File: config.mk
export PLATFORM = sky130hd
export DESIGN_NAME = ldf_resp
export DESIGN_NICKNAME = d
export VERILOG_FILES = /design/src/rtl/core/ldf_pkg.sv /design/src/rtl/core/ldf_resp.sv
export SDC_FILE = /design/constraint.sdc
export NUM_CORES = 1
export LEC_CHECK = 0
export BUFFER_PORTS_ARGS = -buffer_cell sky130_fd_sc_hd__buf_2
export CORE_UTILIZATION = 35
export DETAILED_ROUTE_END_ITERATION = 7
export HOLD_SLACK_MARGIN = 0.05
export SLEW_MARGIN = 10
export SYNTH_ARGS = -nofsm -noshare
export SYNTH_HDL_FRONTEND = slang
export SYNTH_SLANG_ARGS = --single-unit
export TNS_END_PERCENT = 30
File: constraint.sdc
create_clock -name clk -period 2.5 [get_ports clk]
set_input_delay 0.25 -clock clk [delete_from_list [all_inputs] [get_ports clk]]
set_output_delay 0.25 -clock clk [all_outputs]
set_load 0.05 [all_outputs]
File: src/rtl/core/ldf_pkg.sv
`timescale 1ns / 1ps

package ldf_pkg;

  // Panel geometry.
  localparam int WIDTH       = 16;
  localparam int HEIGHT      = 16;
  localparam int NUM_PIX     = WIDTH * HEIGHT;
  localparam int FRAME_BYTES = NUM_PIX * 3;

  // Widths derived from the geometry.
  localparam int PIX_W  = $clog2(NUM_PIX);
  localparam int ADDR_W = PIX_W + 1;
  localparam int DEPTH  = 2 * NUM_PIX;
  localparam int X_W    = $clog2(WIDTH);
  localparam int Y_W    = (HEIGHT > 1) ? $clog2(HEIGHT) : 1;
  localparam int PX_W   = 24;

  // Width at which an LED index is compared against the pixel count.
  localparam int IDX_CMP_W = (PIX_W + 1 > 8) ? PIX_W + 1 : 8;

  // Protocol constants.
  localparam logic [7:0]  SYNC_A      = 8'hAA;
  localparam logic [7:0]  SYNC_B      = 8'h55;
  localparam logic [7:0]  CRC_POLY    = 8'h07;
  localparam logic [15:0] PAYLOAD_LEN = 16'(FRAME_BYTES);

  // Request command codes.
  localparam logic CMD_BYTE = 1'b0;
  localparam logic CMD_READ = 1'b1;

  // Result kinds.
  localparam logic KIND_STATUS = 1'b0;
  localparam logic KIND_PIXEL  = 1'b1;

  // Frame status codes.
  localparam logic [1:0] ST_OK      = 2'd0;
  localparam logic [1:0] ST_LEN_ERR = 2'd1;
  localparam logic [1:0] ST_CRC_ERR = 2'd2;

  typedef struct packed {
    logic       cmd;
    logic [7:0] rx_byte;
    logic [7:0] led_index;
  } in_t;

  typedef struct packed {
    logic       kind;
    logic [1:0] frame_status;
    logic [7:0] red;
    logic [7:0] green;
    logic [7:0] blue;
  } out_t;

  // Write into the pixel store.
  typedef struct packed {
    logic              en;
    logic [ADDR_W-1:0] addr;
    logic [PX_W-1:0]   data;
  } pix_wr_t;

  // A result request handed to the response stage.
  typedef struct packed {
    logic       valid;
    logic       kind;
    logic [1:0] status;
    logic       blank;
  } rsp_req_t;

  // CRC-8, MSB first, one byte per call.
  function automatic logic [7:0] crc8_step(input logic [7:0] crc, input logic [7:0] din);
    logic [7:0] c;
    c = crc ^ din;
    for (int b = 0; b < 8; b++) begin
      c = c[7] ? ({c[6:0], 1'b0} ^ CRC_POLY) : {c[6:0], 1'b0};
    end
    return c;
  endfunction

  // Flat store address of a pixel within a bank.
  function automatic logic [ADDR_W-1:0] bank_addr(input logic bank,
                                                   input logic [PIX_W-1:0] pix);
    logic [ADDR_W-1:0] base;
    base = bank ? ADDR_W'(NUM_PIX) : '0;
    return base + ADDR_W'(pix);
  endfunction

endpackage

File: src/rtl/core/ldf_resp.sv
`timescale 1ns / 1ps

module ldf_resp
  import ldf_pkg::*;
(
  input  logic            clk,
  input  logic            rst_n,
  input  rsp_req_t        req,
  input  logic [PX_W-1:0] rdata,
  output logic            can_accept,
  output logic            out_valid,
  input  logic            out_ready,
  output out_t            out_data
);

  logic     s1_vld_r, s1_vld_nxt;
  rsp_req_t s1_r;
  logic     out_vld_r, out_vld_nxt;
  out_t     out_r;
  logic     s1_go;
  out_t     formed;

  // The stage-one slot moves on whenever the output register is free or drained.
  assign s1_go      = !out_vld_r || out_ready;
  assign can_accept = !s1_vld_r || s1_go;

  always_comb begin
    formed              = '0;
    formed.kind         = s1_r.kind;
    formed.frame_status = s1_r.status;
    if ((s1_r.kind == KIND_PIXEL) && !s1_r.blank) begin
      formed.red   = rdata[23:16];
      formed.green = rdata[15:8];
      formed.blue  = rdata[7:0];
    end
  end

  always_comb begin
    s1_vld_nxt  = s1_vld_r;
    out_vld_nxt = out_vld_r;
    if (s1_vld_r && s1_go) begin
      out_vld_nxt = 1'b1;
      s1_vld_nxt  = 1'b0;
    end else if (out_ready) begin
      out_vld_nxt = 1'b0;
    end
    if (req.valid) begin
      s1_vld_nxt = 1'b1;
    end
  end

  always_ff @(posedge clk) begin
    if (!rst_n) begin
      s1_vld_r  <= 1'b0;
      out_vld_r <= 1'b0;
    end else begin
      s1_vld_r  <= s1_vld_nxt;
      out_vld_r <= out_vld_nxt;
    end
    if (req.valid) begin
      s1_r <= req;
    end
    if (s1_vld_r && s1_go) begin
      out_r <= formed;
    end
  end

  assign out_valid = out_vld_r;
  assign out_data  = out_r;

endmodule

# Word level (Yosys, flattened, before mapping)
# Cells that the tools add are included.
# W data, S select, Z words.
# totals
wordCells	23
latch_bits	0
mem_count	0
mem_bits_ro	0
in_bits	32
ramBits	0
regBits	33
out_inout_bits	29
# classes
magnitude_cmp	0
addsub	0
eq_ne	0
n_div	0
n_shift	0
bitwise_logic	0
reduce_logical	9
multipliers	0
mux	4
# op_table
op	count
$mux W1	4
$reduce_bool A2 Y1	2
$logic_not A1 Y1	3
$logic_and A1 B1 Y1	2
$logic_or A1 B1 Y1	2

# Logic depth before layout (Yosys ltp)
# logic_depth
word_depth	5
depth_mapped	3
depth_no_buf	2

# Worst setup path after synthesis
# No wires, ideal clock.
# synth_path
path_kind	reg2reg
start	register out_vld_r (netlist: out_valid)
end	register out_r (netlist bit out_data[0]), enable pin
slack_ns	0.148
t_required_ns	2.086
setup_time_ns	0.414
path_stages_with_launch	3
arrival_time_ns	1.938
synth_period_minus_slack_ns	2.352
path_buffers	0
cell_sequence	dfxtp_1 nor2b_1 nor2b_1
# synth_via
elab_chain_len	3
# synth_lines
item	line	rtl
start, declared	ldf_resp.sv:18	logic out_vld_r, out_vld_nxt;
start signal, assigned	ldf_resp.sv:58	out_vld_r <= out_vld_nxt;
$logic_not A1 Y1	ldf_resp.sv:24	assign s1_go = !out_vld_r || out_ready;
$logic_or A1 B1 Y1	ldf_resp.sv:24	
$logic_and A1 B1 Y1	ldf_resp.sv:63	if (s1_vld_r && s1_go) begin
end signal, assigned	ldf_resp.sv:64	out_r <= formed;
end, declared	ldf_resp.sv:19	out_t out_r;
# Every way passes these cells.
# A chain may end at the register's enable or synchronous reset.

# Worst setup path after layout
# layout_path
start	register out_vld_r (netlist: out_valid)
end	output can_accept
# layout_via
elab_chain_len	3
# layout_lines
item	line	rtl
$logic_not A1 Y1	ldf_resp.sv:24	
$logic_or A1 B1 Y1	ldf_resp.sv:24	
$logic_or A1 B1 Y1	ldf_resp.sv:25	assign can_accept = !s1_vld_r || s1_go;
end, declared	ldf_resp.sv:10	output logic can_accept,
# Every way passes these cells.

==> load_flow_metrics.sql <==
INSERT INTO impl_metrics (metric_group, metric, value, unit) VALUES
('global_route', 'grt_start_max_net_pins', '28', ''),
('place', 'detailed_place_hpwl', '1450', 'um'),
('global_route', 'wire_length_of_the_first_global_routing_pass', '2930', 'um'),
('logic_synthesis', 'synthCells', '66', ''),
('logic_synthesis', 'number_of_nets_produced_by_synthesis', '98', ''),
('setup_path', 'cp_max_fo', '4', ''),
('setup_path', 'cp.required', '2.25', 'ns'),
('detailed_routing', 'wl_met3', '210', 'um'),
('cells_and_area', 'filler_cell_count', '319', ''),
('cts', 'cts_hold_repair.buffers', '0', ''),
('setup_path', 'timing.critical_path.from_type', 'flop', ''),
('detailed_routing', 'drt_pass1_iterations', '4', ''),
('cts', 'cts.root.buffer_cell', 'sky130_fd_sc_hd__clkbuf_4', ''),
('floorplan', 'design.portCount', '61', ''),
('power', 'power.share.sequential', '0.597', ''),
('logic_synthesis', 'post_synth_main_area_contributors', 'sky130_fd_sc_hd__edfxtp_1 (77%), sky130_fd_sc_hd__and2_2 (8.0%), sky130_fd_sc_hd__and2_1 (6.2%)', ''),
('sta', 'post-route-period-util', '0.592', ''),
('detailed_routing', 'remaining_routing_drc_violations', '0', ''),
('logic_synthesis', 'synth_top_cell_by_area', 'sky130_fd_sc_hd__edfxtp_1', ''),
('detailed_routing', 'highest_layer', 'met4', ''),
('detailed_routing', 'detail_route.wirelength.met1', '773', 'um'),
('global_route', 'antenna_violations_before_repair', '0', ''),
('outcome', 'status', 'finished clean', ''),
('global_route', 'grt.total_usage', '0.116', ''),
('floorplan', 'initial_utilization', '0.363', ''),
('global_route', 'grt-ovfl-total', '0', ''),
('sta', 'fin_crit', '1.48', 'ns'),
('detailed_routing', 'route.detailed.wl_per_inst', '11.0', 'um'),
('cells_and_area', 'multiInputGateArea', '221', 'um^2'),
('power', 'power.share.clock', '0.244', ''),
('sta', 'max_clock_freq', '0.675', 'GHz'),
('sta', 'setup_total_negative_slack', '0', 'ns'),
('cts', 'cts.sinks', '33', ''),
('detailed_routing', 'drt.antenna.violating_nets', '0', ''),
('detailed_routing', 'route.vias.total', '740', ''),
('min_path', 'type_of_the_tightest_min_delay_check', 'input pin to flop', ''),
('power', 'total_power', '1090', 'uW'),
('floorplan', 'width_of_the_die', '60.9', 'um'),
('cts', 'cts_max_level', '2', ''),
('sta', 'finalSetupViolCount', '0', ''),
('detailed_routing', 'wl_met2', '974', 'um'),
('cells_and_area', 'n_antenna_cell', '0', ''),
('cts', 'cts_bufs_inserted', '5', ''),
('flow_run', 'max_cap_viol_count', '0', ''),
('global_route', 'first_global_vias', '723', ''),
('power', 'power.static_leakage', '0.000679', 'uW'),
('cts', 'tritoncts', 'done', ''),
('setup_path', 'setup.worst_path.end_class', 'output port', ''),
('cells_and_area', 'area.sequential', '971', 'um^2'),
('sta', 'tightest_slew_margin_relative_to_the_limit', '0.748', ''),
('power', 'max-vdd-ir-drop', '0.292', 'mV'),
('sta', 'slew_violations', '0', ''),
('floorplan', 'die_y', '60.9', 'um'),
('cts', 'post_cts_resized', '0', ''),
('logic_synthesis', 'synth_sequential_area_ratio', '0.801', ''),
('floorplan', 'floorplan.rows', '21', ''),
('power', 'p_int', '793', 'uW'),
('cts', 'post_cts_buffers', '0', ''),
('cells_and_area', 'flow.area_growth_from_synthesis', '32.6', '%'),
('logic_synthesis', 'post_synth_instance_area', '1210', 'um^2'),
('logic_synthesis', 'yosys_register_bits', '33', ''),
('sta', 'rsz0062_at_grt', 'no', ''),
('sta', 'finalHoldViolCount', '0', ''),
('place', 'port_buffers', '60', ''),
('logic_synthesis', 'syn_area_per_cell', '18.4', 'um^2'),
('logic_synthesis', 'synth_cell_type_count', '10', ''),
('detailed_routing', 'drt_wl_total', '1980', 'um'),
('logic_synthesis', 'synth_top_cell_area_share', '0.768', ''),
('setup_path', 'crit_type', 'flop to output port', ''),
('cts', 'cts_max_path_bufs', '2', ''),
('power', 'power.share.switching', '0.271', '');
## cell families after synthesis
family,synth area share
compound gates,0.0134
flops,0.801
buf+inv,0.0186
simple gates,0.167
## metrics by stage
stage | std cells | utilization | setup WS [ns] | hold WS (ns) | cell area, um^2
after floorplan | 66 | - | 0.148 | 0.349 | 1210
after global placement | 171 | 0.467 | 1.29 | 0.407 | 1560
after detailed placement | 171 | 0.467 | 1.27 | 0.412 | 1560
after CTS | 179 | 0.482 | 0.993 | 0.0885 | 1610
after global routing | 179 | 0.482 | 0.899 | 0.0790 | 1610
final | 179 | 0.482 | 1.02 | 0.106 | 1610
## path summary, 6_finish.rpt
path | startpoint | end | slack, ns | depth (start not counted)
max reg2reg | out_valid$_SDFFE_PN0P_ | out_data[25]$_DFFE_PP_ | 1.26 | 3
min reg2reg | formed[24]$_DFFE_PP_ | out_data[24]$_DFFE_PP_ | 0.43 | 0
max | out_valid$_SDFFE_PN0P_ | can_accept | 1.02 | 3
min | req[1] | formed[24]$_DFFE_PP_ | 0.11 | 1
## cell type report
cell class              count  share of cell area
multi-input cells          31               0.138
clock buffers               5              0.0233
repair buffers             61               0.191
clock inverters             3             0.00778
well taps                  46              0.0358
flip-flops and latches     33               0.604
## routing by layer
| layer | global-route usage | up-vias |
|---|---|---|
| met2 | 0.195 | 45 |
| met3 | 0.0618 | 3 |
| li1 | - | 362 |
| met5 | 0 | - |
| met4 | 0.0682 | 0 |
| met1 | 0.112 | 330 |
## critical path, cell delays in order (launching register included)
cell	delay, ns
sky130_fd_sc_hd__dfxtp_1	0.34
sky130_fd_sc_hd__nor2b_1	0.28
sky130_fd_sc_hd__nand2_1	0.08
sky130_fd_sc_hd__buf_2	0.21
## cells in the mapped netlist (all sizes together)
cell type / number
a22o: 1
dfxtp: 2
buf: 2
o21a: 1
edfxtp: 31
and2: 25
nand2: 1
nor2b: 3
## placed cells by master (no fill, tap or decap)
master                     synthesis  layout
sky130_fd_sc_hd__and2_1           12      12
sky130_fd_sc_hd__dfxtp_1           2       2
sky130_fd_sc_hd__nor2b_2           0       1
sky130_fd_sc_hd__clkinv_1          0       2
sky130_fd_sc_hd__nor2b_4           1       1
sky130_fd_sc_hd__o21a_1            1       1
sky130_fd_sc_hd__edfxtp_1         31      31
sky130_fd_sc_hd__a22o_1            1       1
sky130_fd_sc_hd__nor2b_1           2       1
sky130_fd_sc_hd__clkbuf_4          0       5
sky130_fd_sc_hd__buf_4             0       1
sky130_fd_sc_hd__and2_2           13      13
sky130_fd_sc_hd__nand2_1           1       1
sky130_fd_sc_hd__buf_2             0      60
sky130_fd_sc_hd__clkinv_2          0       1
## power by group through the flow
stage                     sequential, uW  clock, uW  combinational, uW
after floorplan                      751          0               37.1
after global placement               662          0                173
after detailed placement             663          0                175
after CTS                            650        276                176
after global routing                 653        297                186
final                                649        265                173
## state kept, by name (all words and copies together), names as in the netlist
register / count
out_valid: 1
s1_r: 1
formed: 3
s1_vld_r: 1
out_data: 27
No activity file was read; power rests on OpenSTA's default activity.
