==> src/rtl/core/ldf_pkg.sv <==
`timescale 1ns / 1ps

package ldf_pkg;

  // Panel geometry.
  localparam int WIDTH       = 16;
  localparam int HEIGHT      = 16;
  localparam int NUM_PIX     = WIDTH * HEIGHT;
  localparam int FRAME_BYTES = NUM_PIX * 3;

  // Widths derived from the geometry.
  localparam int PIX_W  = $clog2(NUM_PIX);
  localparam int ADDR_W = PIX_W + 1;
  localparam int DEPTH  = 2 * NUM_PIX;
  localparam int X_W    = $clog2(WIDTH);
  localparam int Y_W    = (HEIGHT > 1) ? $clog2(HEIGHT) : 1;
  localparam int PX_W   = 24;

  // Width at which an LED index is compared against the pixel count.
  localparam int IDX_CMP_W = (PIX_W + 1 > 8) ? PIX_W + 1 : 8;

  // Protocol constants.
  localparam logic [7:0]  SYNC_A      = 8'hAA;
  localparam logic [7:0]  SYNC_B      = 8'h55;
  localparam logic [7:0]  CRC_POLY    = 8'h07;
  localparam logic [15:0] PAYLOAD_LEN = 16'(FRAME_BYTES);

  // Request command codes.
  localparam logic CMD_BYTE = 1'b0;
  localparam logic CMD_READ = 1'b1;

  // Result kinds.
  localparam logic KIND_STATUS = 1'b0;
  localparam logic KIND_PIXEL  = 1'b1;

  // Frame status codes.
  localparam logic [1:0] ST_OK      = 2'd0;
  localparam logic [1:0] ST_LEN_ERR = 2'd1;
  localparam logic [1:0] ST_CRC_ERR = 2'd2;

  typedef struct packed {
    logic       cmd;
    logic [7:0] rx_byte;
    logic [7:0] led_index;
  } in_t;

  typedef struct packed {
    logic       kind;
    logic [1:0] frame_status;
    logic [7:0] red;
    logic [7:0] green;
    logic [7:0] blue;
  } out_t;

  // Write into the pixel store.
  typedef struct packed {
    logic              en;
    logic [ADDR_W-1:0] addr;
    logic [PX_W-1:0]   data;
  } pix_wr_t;

  // A result request handed to the response stage.
  typedef struct packed {
    logic       valid;
    logic       kind;
    logic [1:0] status;
    logic       blank;
  } rsp_req_t;

  // CRC-8, MSB first, one byte per call.
  function automatic logic [7:0] crc8_step(input logic [7:0] crc, input logic [7:0] din);
    logic [7:0] c;
    c = crc ^ din;
    for (int b = 0; b < 8; b++) begin
      c = c[7] ? ({c[6:0], 1'b0} ^ CRC_POLY) : {c[6:0], 1'b0};
    end
    return c;
  endfunction

  // Flat store address of a pixel within a bank.
  function automatic logic [ADDR_W-1:0] bank_addr(input logic bank,
                                                   input logic [PIX_W-1:0] pix);
    logic [ADDR_W-1:0] base;
    base = bank ? ADDR_W'(NUM_PIX) : '0;
    return base + ADDR_W'(pix);
  endfunction

endpackage

==> src/rtl/core/ldf_parser.sv <==
`timescale 1ns / 1ps

module ldf_parser
  import ldf_pkg::*;
(
  input  logic       clk,
  input  logic       rst_n,
  input  logic       step,
  input  logic [7:0] rx_byte,
  output pix_wr_t    wr,
  output rsp_req_t   evt,
  output logic       shown_bank,
  output logic       shown_live
);

  typedef enum logic [2:0] {
    PH_HUNT, PH_SYNC2, PH_ID, PH_LEN_LO, PH_LEN_HI, PH_DATA, PH_CRC
  } phase_t;

  typedef enum logic [1:0] {LANE_R, LANE_G, LANE_B} lane_t;

  phase_t            phase_r, phase_nxt;
  lane_t             lane_r, lane_nxt;
  logic [7:0]        len_lo_r, len_lo_nxt;
  logic [7:0]        crc_r, crc_nxt;
  logic [15:0]       partial_r, partial_nxt;
  logic [X_W-1:0]    x_r, x_nxt;
  logic [Y_W-1:0]    y_r, y_nxt;
  logic [PIX_W-1:0]  row_base_r, row_base_nxt;
  logic              shown_r, shown_nxt;
  logic              live_r, live_nxt;
  logic [X_W-1:0]    col;
  logic [PIX_W-1:0]  serp;
  logic              last_pix;

  // Odd rows run right to left.
  assign col      = y_r[0] ? (X_W'(WIDTH - 1) - x_r) : x_r;
  assign serp     = row_base_r + PIX_W'(col);
  assign last_pix = (x_r == X_W'(WIDTH - 1)) && (y_r == Y_W'(HEIGHT - 1));

  always_comb begin
    phase_nxt    = phase_r;
    lane_nxt     = lane_r;
    len_lo_nxt   = len_lo_r;
    crc_nxt      = crc_r;
    partial_nxt  = partial_r;
    x_nxt        = x_r;
    y_nxt        = y_r;
    row_base_nxt = row_base_r;
    shown_nxt    = shown_r;
    live_nxt     = live_r;
    wr.en        = 1'b0;
    wr.addr      = bank_addr(~shown_r, serp);
    wr.data      = {partial_r, rx_byte};
    evt.valid    = 1'b0;
    evt.kind     = KIND_STATUS;
    evt.status   = ST_OK;
    evt.blank    = 1'b1;
    if (step) begin
      case (phase_r)
        PH_HUNT: begin
          if (rx_byte == SYNC_A) begin
            phase_nxt = PH_SYNC2;
          end
        end
        PH_SYNC2: begin
          phase_nxt = (rx_byte == SYNC_B) ? PH_ID : PH_HUNT;
        end
        PH_ID: begin
          phase_nxt = PH_LEN_LO;
        end
        PH_LEN_LO: begin
          len_lo_nxt = rx_byte;
          phase_nxt  = PH_LEN_HI;
        end
        PH_LEN_HI: begin
          if ({rx_byte, len_lo_r} != PAYLOAD_LEN) begin
            evt.valid  = 1'b1;
            evt.status = ST_LEN_ERR;
            phase_nxt  = PH_HUNT;
          end else begin
            crc_nxt      = '0;
            partial_nxt  = '0;
            lane_nxt     = LANE_R;
            x_nxt        = '0;
            y_nxt        = '0;
            row_base_nxt = '0;
            phase_nxt    = PH_DATA;
          end
        end
        PH_DATA: begin
          crc_nxt = crc8_step(crc_r, rx_byte);
          case (lane_r)
            LANE_R: begin
              partial_nxt = {rx_byte, 8'h00};
              lane_nxt    = LANE_G;
            end
            LANE_G: begin
              partial_nxt = {partial_r[15:8], rx_byte};
              lane_nxt    = LANE_B;
            end
            LANE_B: begin
              wr.en    = 1'b1;
              lane_nxt = LANE_R;
              if (x_r == X_W'(WIDTH - 1)) begin
                x_nxt        = '0;
                y_nxt        = y_r + 1'b1;
                row_base_nxt = row_base_r + PIX_W'(WIDTH);
              end else begin
                x_nxt = x_r + 1'b1;
              end
              if (last_pix) begin
                phase_nxt = PH_CRC;
              end
            end
            default: begin
              lane_nxt = LANE_R;
            end
          endcase
        end
        PH_CRC: begin
          evt.valid = 1'b1;
          phase_nxt = PH_HUNT;
          if (rx_byte == crc_r) begin
            shown_nxt  = ~shown_r;
            live_nxt   = 1'b1;
            evt.status = ST_OK;
          end else begin
            evt.status = ST_CRC_ERR;
          end
        end
        default: begin
          phase_nxt = PH_HUNT;
        end
      endcase
    end
  end

  always_ff @(posedge clk) begin
    if (!rst_n) begin
      phase_r    <= PH_HUNT;
      lane_r     <= LANE_R;
      len_lo_r   <= '0;
      crc_r      <= '0;
      partial_r  <= '0;
      x_r        <= '0;
      y_r        <= '0;
      row_base_r <= '0;
      shown_r    <= 1'b0;
      live_r     <= 1'b0;
    end else begin
      phase_r    <= phase_nxt;
      lane_r     <= lane_nxt;
      len_lo_r   <= len_lo_nxt;
      crc_r      <= crc_nxt;
      partial_r  <= partial_nxt;
      x_r        <= x_nxt;
      y_r        <= y_nxt;
      row_base_r <= row_base_nxt;
      shown_r    <= shown_nxt;
      live_r     <= live_nxt;
    end
  end

  assign shown_bank = shown_r;
  assign shown_live = live_r;

endmodule

==> config.mk <==
export PLATFORM = sky130hd
export DESIGN_NAME = ldf_parser
export DESIGN_NICKNAME = d
export VERILOG_FILES = /design/src/rtl/core/ldf_pkg.sv /design/src/rtl/core/ldf_parser.sv
export SDC_FILE = /design/constraint.sdc
export NUM_CORES = 1
export LEC_CHECK = 0
export ABC_AREA = 1
export BUFFER_PORTS_ARGS = -buffer_cell sky130_fd_sc_hd__buf_4
export CORE_ASPECT_RATIO = 1.4
export CORE_UTILIZATION = 55
export CTS_BUF_LIST = sky130_fd_sc_hd__clkbuf_16
export DETAILED_ROUTE_END_ITERATION = 6
export PLACE_DENSITY = 0.89
export SETUP_SLACK_MARGIN = 0.5
export SYNTH_ARGS = -nofsm -noshare
export SYNTH_HDL_FRONTEND = slang
export SYNTH_SLANG_ARGS = --single-unit
==> constraint.sdc <==
create_clock -name clk -period 1.95 [get_ports clk]
set_clock_uncertainty 0.15 [all_clocks]
set_input_delay 0.39 -clock clk [delete_from_list [all_inputs] [get_ports clk]]
set_output_delay 0.39 -clock clk [all_outputs]
set_load 0.02 [all_outputs]
* Word level (Yosys, flattened, before mapping)
Cells that the tools add are included.
Operators by class: add/sub/neg operators 6, equality and inequality tests 22, muxes and demuxes 44, bitwise logic cells 10, reduce and logical (&&, ||, !) cells 12
Operator list (number):
- 16-bit case mux with 2 select lines | 2
- 3-bit 2-to-1 mux | 12
- 8-bit case mux with 2 select lines | 2
- 4-bit 2-to-1 mux | 6
- 8-bit 2-to-1 mux | 3
- 3-bit inverter | 8
- 3-bit case mux with 6 select lines | 1
- 16-bit 2-to-1 mux | 1
- 16-bit by 10-bit inequality test with 1-bit output, second input constant | 1
- 4-bit case mux with 2 select lines | 2
- 2-bit inequality test, second input constant | 6
- 2-bit case mux with 2 select lines | 3
- 4-bit AND reduction | 3
- 5-bit AND reduction | 2
- 9-bit by 8-bit adder with 9-bit output | 1
- 3-bit == test, second input constant | 3
- 9-bit 2-to-1 mux | 1
- 4-bit by 1-bit adder with 4-bit output, second input constant | 2
- 8-bit by 4-bit adder with 8-bit output | 1
- 8-bit by 5-bit adder with 8-bit output, second input constant | 1
- 4-bit == test, second input constant | 2
- 8-bit by 7-bit == test with 1-bit output, second input constant | 1
- 8-bit == test | 1
- 8-bit == test, second input constant | 1
- 18 further kinds | 28
Word-level totals: register bits after elaboration 55, output and inout bits 41, word-level logic and storage cells 105

* Longest topological paths before layout
Gate-level depths: netlist of the first run.
depth after elaboration 18, mapped depth 12

* Worst setup path after synthesis of the first run
Ideal clock, no wire load.
path kind input to output, start input port rx_byte[1], end output port evt[4] (netlist bit), arrival 1.321 ns, required time 1.410 ns, setup slack 0.089 ns, stages 8, buffers on the path 1, path through buf_4 -> nand2_1 -> inv_1 -> nand2_1 -> nor2_2 -> nand2_1 -> nand2_1 -> o21ai_0
RTL lines:
- from (decl) | line ldf_parser.sv:9 | input logic [7:0] rx_byte,
- to (decl) | line ldf_parser.sv:11 | output rsp_req_t evt,

* Worst setup path in the final report of the first run
start register phase_r[1], end register phase_r[0]
On the way: cells in the longest elaborated chain, start to end 3, elaborated cells on any way between the ends 11, those cells by class eq/ne (8); mux (1); reduce/logical (2)
RTL lines:
- from (decl) | line ldf_parser.sv:22 | phase_t phase_r, phase_nxt;
- from (signal assigned) | line ldf_parser.sv:152 | phase_r <= phase_nxt;
- 3-bit == test / 3-bit logical NOT (equally long branches) | line ldf_parser.sv:60 | case (phase_r)
- 2-bit inequality test (no line)
- 4-bit AND reduction (no line)
Several ways; a longest one is shown, not always the timed one. A chain may end at the register's enable or synchronous reset.

==> results of run 1 <==
worst max path at each step:
| stage | from | endpoint | slack, ns | cells after the start |
|---|---|---|---|---|
| floorplan | y_r[0]$_SDFFE_PN0P_ | wr[30] | -0.13 | 5 |
| global placement | rx_byte[6] | evt[2] | 0.05 | 10 |
| detailed placement | rx_byte[6] | evt[2] | 0.006 | 10 |
| CTS | crc_r[2]$_SDFFE_PN0P_ | evt[2] | -0.02 | 7 |
| global route | crc_r[6]$_SDFFE_PN0P_ | shown_bank$_SDFFE_PN0P_ | -0.27 | 14 |
| finish | phase_r[1]$_SDFFE_PN0P_ | phase_r[0]$_SDFFE_PN0P_ | -0.19 | 12 |
per-layer routing:
metal / up-vias / GRT usage
li1: 1602 / -
met1: 1746 / 0.356
met2: 375 / 0.717
met3: 129 / 0.0651
met4: 0 / 0.352
met5: - / 0
layout make-up:
cell class	instances	share of cell area
repair buffers	116	0.217
clock inverters	3	0.00243
flip-flops and latches	51	0.231
inverters	44	0.0411
clock buffers	5	0.0270
well taps	66	0.0178
multi-input cells	327	0.464
registers in the layout, indices dropped and copies added, names as in the netlist:
signal	cells
phase_r	3
partial_r	16
lane_r	2
shown_live	1
row_base_r	4
len_lo_r	8
y_r	4
x_r	4
shown_bank	1
crc_r	8
kinds of logic after synthesis:
logic type,after synthesis,synth area share
fa+ha+maj,7,0.0293
compound gates,56,0.0996
simple gates,244,0.363
buf+inv,71,0.120
other cells,2,0.00251
xor+xnor,15,0.0439
flops,51,0.342
cell usage after synthesis, types with 3 or more instances:
| library cell | n | area [sq um] |
|---|---|---|
| nand2_1 | 141 | 529 |
| dfxtp_1 | 51 | 1020 |
| nor2_1 | 45 | 169 |
| a21oi_1 | 43 | 215 |
| inv_1 | 39 | 146 |
| nand3_1 | 29 | 145 |
| buf_4 | 14 | 105 |
| xor2_1 | 11 | 96.3 |
| o21ai_0 | 10 | 50.1 |
| nand4_1 | 8 | 50.1 |
| clkbuf_1 | 7 | 26.3 |
| ha_1 | 7 | 87.6 |
| nor3_1 | 5 | 25.0 |
| xnor2_1 | 4 | 35.0 |
| buf_6 | 3 | 33.8 |
| inv_2 | 3 | 11.3 |
| nand3b_1 | 3 | 22.5 |
stage by stage:
step                hold slack, ns  total power [uW]  TNS (ns)
floorplan                    0.291              1270    -0.143
finish                       0.266              2270     -1.62
global route                 0.262              2330     -2.55
global placement             0.301              1320         0
CTS                          0.251              2180   -0.0342
detailed placement           0.303              1330         0
report_power, final:
part | internal (uW) | switching (uW)
sequential | 1040 | 11.0
clock | 464 | 400
combinational | 131 | 231
what timing repair did:
action / CTS / global route
endpoints found under the hold margin: 0 / 0
cloned: 2 / 0
endpoints found under the setup margin: 61 / 62
gates resized for setup: 92 / 49
pin swaps: 41 / 20
setup buffers: 34 / 18
critical path: cells and delay by family (launching register included):
kind / cells / cell delay [ns]
buffers and inverters: 5 / 0.52
and+or+nand+nor: 5 / 0.77
AOI/OAI and AO/OA: 2 / 0.20
DFF: 1 / 0.37
==> impl_results.md, run 1 <==
* Syn-to-layout area delta at 54.8%
* Ys flop type: dfxtp_1
* Cells after Synth at around 450
* Insertion delay to the later sink of the worst-skew pair at 0.30 ns
* Post-synth EDFFs at 0
* Vias in the first global route at 3,601
* Initial antenna violation count at 0
* Place WS at about 0.0065 ns
* First-pass DRT Iterations at 7
* Period utilization at 1.10
* Clock slew at reported path FFs at 0.07 ns
* RSZ-0062 raised after global routing: yes
* Max Root-Sink Buffers at 2
* Post-layout util at 0.890
* I/O Pins at 52
* Maxcap violations at 0
* Leak at 0.00205 uW
* DIE WIDTH at around 64 microns
* FF-to-FF path depth at 12
* Max-slew violation count at 0
* Most common cell after layout, fill and taps aside: nand2_1
* Worst Setup Slack, final at -0.195 ns
* Crit path largest cell delay at 0.37 ns
* Slowest-stage cell, CP: dfxtp_4
* Row cnt at 31
* Post-Route WL at 12,900 microns
* Yosys warnings at 0
* Final net count at 563
* DR WL met2 at 6480 microns
* Chip height at 89.2 microns
* Filler instances at 222
* Most used cell, CP: buf_6
* Final setup fails at 15
* Multi-input logic area at 2150 sq um
* # clock sinks at 51
* CTS tree: done
* Failing checks: design-rule violations, negative setup slack
* Highest Signal Layer: met4
* Yosys cell types at 35
* Layout cell share with drive strength beyond 1 at 0.463
* RR Startpoint: phase_r[1]$_SDFFE_PN0P_
* Min-delay src: rst_n
* Final std cells w/o fill at roughly 610
* Total GRT Usage at 0.385
* Flop-to-flop setup slack at -0.19 ns
* Cell area after synthesis at 2990 sq um
* Crit-path cells: inv_4, nand2_4, nor2_8, buf_6, buf_6, buf_6, buf_8, o21ai_4, nand2_2, nand3b_1, nand2_1, a21oi_1
* Crit path max fanout at 4
* Sequential cell area fraction in the yosys report at 0.342
* Total CTS buffers at 5
* Min-Delay Path Class: primary input to register
* Hold Fails Final Rpt at 0
* Req. time, crit path at 1.96 ns
* Reg2reg end: phase_r[0]$_SDFFE_PN0P_
* CP Capture Type: register
* Vias per cell at 6.29
* Hold Path Depth at 3
* Largest net degree at the start of global routing at 26
* IO buf count at slightly below 50
* Hold path endpoint: row_base_r[7]$_SDFFE_PN0P_
* Peak Freq at 466 MHz
* Peak supply drop at 443 uV
* Syn Area/Cell at 6.70 sq um
* Tmin final at 2.14 ns
* Core area at 5200 sq um
* Placed cell count at 550
* Post-route cell area at 4630 sq um
* Startpoint Class: register
* Pwr Density at roughly 490 nW/um^2
* Critical path arrival at 2.16 ns
* CTS Hold Buffers Added at 0
* Met3 WL at 1100 microns
* #FFs+latches synth at between 50 and 60
* Kind of critical path: register to register
* Global route overflow at 0
* DRC at 1
* Vias at 3,852
* Hpwl dp at 5700 microns
* Root Driver: clkbuf_16
* Outcome: finished with violations
* First-pass GRT wire length at 16,600 microns
* Most frequent cells in the layout: nand2_1, buf_4, nor2_1, inv_1, dfxtp_1
* Reg area at 1070 sq um
* DRT met1 WL at 4170 microns
* WL per Instance at 21.1 microns
* Initial detailed-routing violation count at between 400 and 500
* ANT nets after route at 0
* Antenna diodes at 0
* Die area at 5740 sq um
* Placement-stage cell area at 3590 sq um
* GPL Wtd Cong at 0.905
* Starting density of the core at 0.575
* H-Tree Depth at 2
* Async SR Flop Fraction at 0
(Power assumes the default switching activity.)
==> run 2: changes to the inputs <==
REMOVE_ABC_BUFFERS = 1   (was default)
==> run 2 against run 1 <==
- the run ends with negative setup slack left
- die area unchanged
- sequential share of layout area grew 0.11 points
- largest power group is now clock
- non-clock buffer count decreased by 5
- final cell count decreased by 0.49%
- clock-buffer cell count is the same
- sequential power barely moved
- core utilization shrank 1.5 points
- flip-flop and latch count did not move
- worst hold slack lost 0.021 ns
- register-to-register slack better by 0.10 ns
- critical path type is now register to output pin
==> impl_results.md, run 2 (synthesis gave the netlist of run 1 again) <==
* Outcome: finished with violations
* Failing checks: negative setup slack
* Peak Freq at 482 MHz
* Met3 WL at 1170 microns
* Global route overflow at 0
* Setup_tns at -0.681 ns
* Layout cell share with drive strength beyond 1 at 0.460
* Hpwl dp at 5630 microns
* Post-route cell area at 4550 sq um
* Multi-input logic area at 2130 sq um
* Initial antenna violation count at 0
* IO buf count at 49
* Max Root-Sink Buffers at 2
* CP Capture Type: output pin
* Max reg flops at 16
* Most frequent cells in the layout: nand2_1, buf_4, inv_1, dfxtp_1, nand2_2
* GPL Wtd Cong at 0.882
* Syn-to-layout area delta at 52.2%
* Root Driver: clkbuf_16
* Initial detailed-routing violation count at 522
* Post-Route WL at between 10,000 and 15,000 microns
* ANT nets after route at 0
* Min-Delay Path Class: primary input to register
* I/O Pins at between 50 and 60
* CP delay by family, top: flip-flops
* Largest regs: partial_r x16, crc_r x8, len_lo_r x8
* Slowest-stage cell, CP: dfxtp_2
* Largest reg by FF count: partial_r
* Pwr Density at 566 nW/um^2
* Hold Fails Final Rpt at 0
* Startpoint Class: register
* Final net count at 560
* Total GRT Usage at 0.370
* Chip height at 89.2 microns
* Starting density of the core at 0.575
* # clock sinks at 51
* Placement-stage cell area at roughly 3500 sq um
* Maxcap violations at 0
* Crit-path cells: inv_2, nand2_2, nand2_2, ha_4, nand4_1, nand3_1, inv_1, buf_6
* CTS Hold Buffers Added at 0
* DIE WIDTH at 64.3 microns
* Slew @ Worst Pin at 0.507 ns
* Critical path arrival at 1.53 ns
* Final setup fails at 13
* Total CTS buffers at 5
* CTS tree: done
* Leak at 0.00199 uW
* DRC at 0
* Row cnt at 31
* Core area at 5200 sq um
* Largest net degree at the start of global routing at 25
* Die area at between 5000 and 6000 sq um
* Highest Signal Layer: met4
* Clock slew at reported path FFs at ~0.070 ns
* Tmin final at 2.07 ns
* Kind of critical path: register to output pin
* Period utilization at 1.06
* Antenna diodes at 0
* Crit path largest cell delay at around 0.4 ns
* Most common cell after layout, fill and taps aside: nand2_1
* Reg area at 1050 sq um
* Vias per cell at between 6 and 7
* WL per Instance at 21.2 microns
* RSZ-0062 raised after global routing: yes
* DR WL met2 at between 6000 and 7000 microns
* Most used cell, CP: nand2_2
* First-pass GRT wire length at 16,200 microns
* Filler instances at 235
* First-pass DRT Iterations at 5
* Worst Setup Slack, final at -0.124 ns
* Req. time, crit path at between 1 and 1.5 ns
* H-Tree Depth at 2
* Worst path buffer plus inverter count at 3
* Insertion delay to the later sink of the worst-skew pair at around 0.30 ns
* Vias at 3,788
* DRT met1 WL at 4330 microns
* Peak supply drop at 541 uV
* Crit path max fanout at 4
* Worst slew margin at 0.659
* Vias in the first global route at roughly 3,400
* Max-slew violation count at 0
==> run 2: area by class of cell <==
cell class,count,share of cell area
tap,66,0.0181
timing repair buffer,111,0.200
clock buffer,5,0.0275
clock inverter,3,0.0148
inverter,44,0.0401
sequential,51,0.232
multi-input combinational,329,0.468
==> run 2: per-layer routing <==
metal / GRT usage / up-vias
met3: 0.0906 / 122
met5: 0 / -
met1: 0.370 / 1740
met2: 0.668 / 322
met4: 0.265 / 0
li1: - / 1604
==> run 2: worst register-to-register path: cells and delay by family, from the launching register on <==
kind,cells,cell delay [ns]
buffers and inverters,6,0.68
AND/OR/NAND/NOR,6,0.61
flip-flops,1,0.37
AO/OA/AOI/OAI,1,0.17
==> run 2: path summary, 6_finish.rpt <==
path / from / end / slack (ns) / depth (start not counted)
max reg2reg: phase_r[1]$_SDFFE_PN0P_ / y_r[3]$_SDFFE_PN0P_ / -0.09 / 13
min: rst_n / row_base_r[7]$_SDFFE_PN0P_ / 0.25 / 3
min reg2reg: partial_r[2]$_SDFFE_PN0P_ / partial_r[2]$_SDFFE_PN0P_ / 0.32 / 2
max: crc_r[7]$_SDFFE_PN0P_ / evt[2] / -0.12 / 8
==> run 2: power breakdown <==
group,internal (uW),leakage [uW],total (uW),switching (uW)
combinational,133,0.00147,361,228
sequential,1040,0.000421,1050,10.0
clock,736,0.0000900,1160,426
total,1910,0.00199,2570,664
==> run 2: through the flow <==
| stage | worst slack [ns] | hold slack, ns | total power (uW) | utilization | std cells |
|---|---|---|---|---|---|
| 5_1_grt | -0.172 | 0.256 | 2620 | 0.876 | 609 |
| 2_1_floorplan | 0.112 | 0.291 | 1200 | - | 420 |
| 4_1_cts | -0.0484 | 0.252 | 2470 | 0.801 | 596 |
| 6_report | -0.124 | 0.245 | 2570 | 0.876 | 609 |
| 3_3_place_gp | 0.0570 | 0.299 | 1330 | 0.667 | 563 |
| 3_5_place_dp | 0.0215 | 0.306 | 1330 | 0.667 | 563 |
==> run 2: repair_timing <==
action | CTS | global route
resized for setup | 91 | 78
setup buffers | 23 | 11
gates cloned | 2 | 2
setup endpoints to repair | 54 | 61
pin swaps | 25 | 32
